--- config.mk ---
export PLATFORM = sky130hd
export DESIGN_NAME = pftc_cam
export DESIGN_NICKNAME = d
export VERILOG_FILES = /design/src/hdl/pftc_pkg.sv /design/src/hdl/pftc_cam.sv
export SDC_FILE = /design/constraint.sdc
export NUM_CORES = 2
export LEC_CHECK = 0
export BUFFER_PORTS_ARGS = -buffer_cell sky130_fd_sc_hd__buf_2
export CAP_MARGIN = 25
export CORE_UTILIZATION = 45
export CTS_BUF_LIST = sky130_fd_sc_hd__clkbuf_4
export DETAILED_ROUTE_END_ITERATION = 6
export PLACE_DENSITY = 0.63
export RECOVER_POWER = 50
export SYNTH_ARGS = -nofsm -noshare
export SYNTH_HDL_FRONTEND = slang
export SYNTH_SLANG_ARGS = --single-unit
--- constraint.sdc ---
create_clock -name i_clk -period 3.72 [get_ports i_clk]
set_input_delay 0.372 -clock i_clk [delete_from_list [all_inputs] [get_ports i_clk]]
set_output_delay 0.372 -clock i_clk [all_outputs]
set_load 0.01 [all_outputs]
--- src/hdl/pftc_pkg.sv ---
// ----------------------------------------------------------------------------
// pftc_pkg
// Shared types and constants of the per-flow byte counter table.
// ----------------------------------------------------------------------------
package pftc_pkg;

    localparam int ID_W      = 22;
    localparam int BYTES_W   = 16;
    localparam int CNT_W     = 32;
    localparam int S_TDATA_W = 40;
    localparam int M_TDATA_W = 88;

    localparam logic KIND_ADD   = 1'b0;
    localparam logic KIND_DRAIN = 1'b1;

    typedef enum logic [2:0] {
        ST_COUNTED = 3'd0,
        ST_ZERO_ID = 3'd1,
        ST_FULL    = 3'd2,
        ST_ENTRY   = 3'd3,
        ST_EMPTY   = 3'd4
    } t_status;

    typedef enum logic [2:0] {
        S_IDLE,
        S_ENCODE,
        S_UPDATE,
        S_DR_SCAN,
        S_DR_EMIT,
        S_RESP
    } t_state;

    typedef struct packed {
        logic lookup;
        logic alloc;
        logic clear;
    } t_cam_cmd;

    typedef struct packed {
        logic hit;
        logic free_any;
        logic any_valid;
        logic valid_at;
        logic above;
    } t_cam_res;

endpackage

--- src/hdl/pftc_cam.sv ---
// ----------------------------------------------------------------------------
// pftc_cam
// Id match array with valid bits: registered match and free vectors, slot
// encoders and occupancy flags used by the drain walk.
// ----------------------------------------------------------------------------
module pftc_cam #(
    parameter int ENTRIES = 64,
    parameter int KEY_W   = 22,
    parameter int IDX_W   = 6
) (
    input  logic                i_clk,
    input  logic                i_rst_n,
    input  pftc_pkg::t_cam_cmd  i_cmd,
    input  logic [KEY_W-1:0]    i_key,
    input  logic [IDX_W-1:0]    i_idx,
    output pftc_pkg::t_cam_res  o_res,
    output logic [IDX_W-1:0]    o_hit_idx,
    output logic [IDX_W-1:0]    o_free_idx
);

    logic [ENTRIES-1:0] r_valid;
    logic [ENTRIES-1:0] r_match;
    logic [ENTRIES-1:0] r_free;
    logic [KEY_W-1:0]   r_key [ENTRIES];
    logic [ENTRIES-1:0] cmp;

    always_comb begin
        for (int i = 0; i < ENTRIES; i++) begin
            cmp[i] = r_valid[i] && (r_key[i] == i_key);
        end
    end

    always_ff @(posedge i_clk) begin
        if (!i_rst_n) begin
            r_valid <= '0;
            r_match <= '0;
            r_free  <= '0;
        end else begin
            if (i_cmd.lookup) begin
                r_match <= cmp;
                r_free  <= ~r_valid;
            end
            if (i_cmd.alloc) begin
                r_valid[i_idx] <= 1'b1;
            end else if (i_cmd.clear) begin
                r_valid[i_idx] <= 1'b0;
            end
        end
    end

    always_ff @(posedge i_clk) begin
        if (i_cmd.alloc) begin
            r_key[i_idx] <= i_key;
        end
    end

    // ids are unique, so at most one match bit is set and an or-tree encodes it
    always_comb begin
        o_hit_idx  = '0;
        o_free_idx = '0;
        o_res      = '0;
        for (int i = 0; i < ENTRIES; i++) begin
            if (r_match[i]) begin
                o_hit_idx = o_hit_idx | IDX_W'(i);
            end
            if (r_valid[i] && (i > int'(i_idx))) begin
                o_res.above = 1'b1;
            end
        end
        for (int i = ENTRIES - 1; i >= 0; i--) begin
            if (r_free[i]) begin
                o_free_idx = IDX_W'(i);
            end
        end
        o_res.hit       = |r_match;
        o_res.free_any  = |r_free;
        o_res.any_valid = |r_valid;
        o_res.valid_at  = r_valid[i_idx];
    end

`ifndef NO_ASSERTIONS
    a_single_match: assert property (@(posedge i_clk) disable iff (!i_rst_n)
        $onehot0(r_match))
        else $error("more than one table entry matched the id");
`endif

endmodule
==> metrics <==
cell count after synthesis 4,652; final slew viol count 690; Rows 142; largest family of logic cells by synthesized area XOR/XNOR gates; count of final setup violators 17; initial antenna violation count 9; Synth Area in Adders 0.0147%; Post-DP HPWL 126,000 µm; placed instance count 6,829; Worst Hold Class input port to flip-flop; vias in the first global route 41,076; post-route ant nets 0; final period utilization 104%; WL/cell 25.8 µm; RSZ-0062 raised after global routing yes; Post-Synthesis Cell Area 0.0682 mm²; IO buf count 49; Reg2Reg Depth 4; post-synthesis sequential element count 1,600; Ports 50; Iter 0 DRT Violations 3,489; Detailed Routing Iterations Pass 1 6; NetSw 8.85 mW; Worst path max stage delay 1.99 ns; sw frac 23.7%; sequential-to-total area share from yosys stat 67.6%; clk sinks 1,600; Final nets 5,336; flop2flop setup slack 1.87 ns; Final Critical Period 3.89 ns; Compound-Gate Fraction of Synth Area 3.43%; Crit Path Class input port to flip-flop; maximum clock path buffer count 4; Final WS setup -0.167 ns; failing checks capacitance limit, slew limit, setup timing; Max Clk Rate 0.257 GHz; Clk pin slew, worst setup/hold paths 0.06 ns; commonest non-fill, non-tap cell in the layout edfxtp_1; pin count of the biggest net entering global routing 49; Worst-Margin Slew 3.47 ns; Ys Warns 0; CP Cell Sequence dlygate4sd3_1 > clkbuf_1 > dlymetal6s4s_1 > xnor2_1 > nand3_1 > nor4_1 > a22o_1; number of remaining DRC errors 0; crit path max fanout 40; combinational power share 6.9%; CTS tree built; reg2reg end r_match[17]$_SDFFE_PN0P_; outcome complete, but fails checks; Critical Path Sink Type flip-flop; total core area 0.150 mm²; Initial Util 45.4%; CP endpoint r_match[36]$_SDFFE_PN0P_; first-pass GRT wire length 286,000 µm; Int Pwr 28.5 mW; Synth Area in XOR/XNOR 18.1%; final instance area 0.0787 mm²; syn_nets 4,685; Die W 391 µm; CTS Buf Count 421; CTS root buf clkbuf_4; Vias per Instance 5.46; Cell Pwr Density 475 mW/mm²; RR Startpoint r_key[17][15]$_DFFE_PP_; Post-synth EDFFs 1,408; Synth Area per Inst 14.7 µm²; Post-synth ARST share 0%; clock group share of total power 40.1%; GP Congestion 0.979; Crit path required time 5.00 ns; Fin. Hold Viols 0; Tot GR Track Use 25.8%; grt ovf 0; H-Tree Depth 5; crit start category input port; Slowest cell on crit path dlymetal6s4s_1; total die area 0.153 mm²; final wirelength 197,000 µm; filler cell count 12,731; setup_tns -1.01 ns; share of cells above drive strength 1 18.2%; peak supply drop 0.272 mV; Die Y 391 µm; total number of vias 41,683; crit path launch i_key[8]; clock skew 0.110 ns; max-cap violations 26; Seq pwr share 53.0%; mux cell area share after synthesis 1.50%; Area growth syn-to-layout 15.4%; Finished Layout Cells 7,630; DP Area 0.0734 mm²; ys flop type edfxtp_1; Worst Path Arrival 5.17 ns; Cell variety after synth 69; clock latency on the worst-skew pair 1.34 ns; most frequent cells in the layout edfxtp_1 (1,408), xnor2_1 (1,244), clkbuf_4 (644); Worst slew margin -131%; Final Total Pwr 37.4 mW; simple logic cell fraction of the synthesized area 7.43%; Leakage 24.7 nW
==> per-stage QoR <==
stage / utilization [%] / setup slack [ns] / hold WS, ns
CTS: 53.0 / -0.181 / 0.000716
finish: 52.4 / -0.167 / 0.117
global route: 52.4 / -0.156 / 0.0341
floorplan: - / 0.608 / 0.440
detailed placement: 48.9 / 0.479 / 0.468
global placement: 48.9 / 0.392 / 0.470
==> power by group through the flow <==
stage	Combinational, mW	Clock [mW]	Sequential, mW
2_1_floorplan	1.44	0	20.1
3_3_place_gp	2.55	0	20.2
3_5_place_dp	2.58	0	20.2
4_1_cts	2.70	15.3	19.8
5_1_grt	2.77	16.3	19.8
6_report	2.59	15.0	19.8
==> cell usage after synthesis, types with 5 or more instances <==
master | n | area, µm²
a31oi_1 | 8 | 50.1
nand4_1 | 272 | 1700
edfxtp_1 | 1408 | 42300
nor2b_1 | 6 | 37.5
buf_1 | 19 | 71.3
mux2i_1 | 65 | 651
and2_1 | 17 | 106
o21ai_0 | 37 | 185
a211oi_1 | 9 | 67.6
xor2_1 | 164 | 1440
inv_1 | 68 | 255
o21a_1 | 108 | 811
nor3_1 | 75 | 375
nand2b_1 | 5 | 31.3
and3_1 | 5 | 31.3
xnor2_1 | 1244 | 10900
a22o_1 | 41 | 359
nand3_1 | 134 | 671
a32o_1 | 23 | 230
mux4_2 | 13 | 293
buf_2 | 146 | 731
clkbuf_1 | 57 | 214
nor4_1 | 151 | 945
a21oi_1 | 46 | 230
dfxtp_1 | 192 | 3840
nor2_1 | 188 | 706
or4_1 | 11 | 82.6
o31ai_1 | 7 | 52.6
o22ai_1 | 5 | 31.3
nand2_1 | 62 | 233
==> cells by family (layout without fill, tap and decap cells) <==
group,count (synthesis),after routing
DFF,1600,1600
xor gates and xnor gates,1408,1408
and+or+nand+nor,945,945
AOI/OAI and AO/OA,322,322
buffers and inverters,295,1251
muxes,81,81
adders and majority gates,1,1
other,0,6
==> state kept, by name, indices dropped and copies added (netlist names), named ones only <==
signal and flops:
r_free 64, r_key 1408, r_match 64
==> per-layer routing <==
metal	routed length, µm	track usage [%]	share of wire (%)
met5	0	0	0
met4	4270	7.86	2.2
met3	12800	4.90	6.5
met2	91900	40.5	47
met1	88100	36.3	45
==> worst min path at each step <==
stage	startpoint	slack [ns]	depth (start not counted)	end
5_1_grt	i_key[11]	0.03	2	r_key[45][11]$_DFFE_PP_
4_1_cts	i_key[19]	0.0007	2	r_key[45][19]$_DFFE_PP_
3_5_place_dp	r_match[32]$_SDFFE_PN0P_	0.47	1	r_match[32]$_SDFFE_PN0P_
2_1_floorplan	r_match[60]$_SDFFE_PN0P_	0.44	1	r_match[60]$_SDFFE_PN0P_
3_3_place_gp	r_match[32]$_SDFFE_PN0P_	0.47	1	r_match[32]$_SDFFE_PN0P_
6_report	i_key[16]	0.12	2	r_key[61][16]$_DFFE_PP_
==> final cells by class <==
type | count | area (µm²) | area share [%]
diodes | 6 | 15.0 | 0.0191
clock buffers | 642 | 4820 | 6.12
clock inverters | 86 | 384 | 0.488
inverters | 69 | 259 | 0.329
multi-input cells | 2757 | 21300 | 27.0
flip-flops and latches | 1600 | 46200 | 58.7
well taps | 2016 | 2520 | 3.20
repair buffers | 454 | 3250 | 4.12
==> worst max-delay path, delay by kind of cell <==
family	cells	cell delay, ns
AOI/OAI and AO/OA	1	0.22
buffers and inverters	3	3.49
xor gates and xnor gates	1	0.22
and+or+nand+nor	2	0.73
==> timing repair <==
item                                    4_1_cts  5_1_grt
endpoints found under the hold margin      2082        1
endpoints found under the setup margin       13       12
pin swaps                                    19        7
buffers inserted                             10        0
gates resized for setup                      91       17
hold buffers                                 59        1
(Power assumes the default switching activity.)
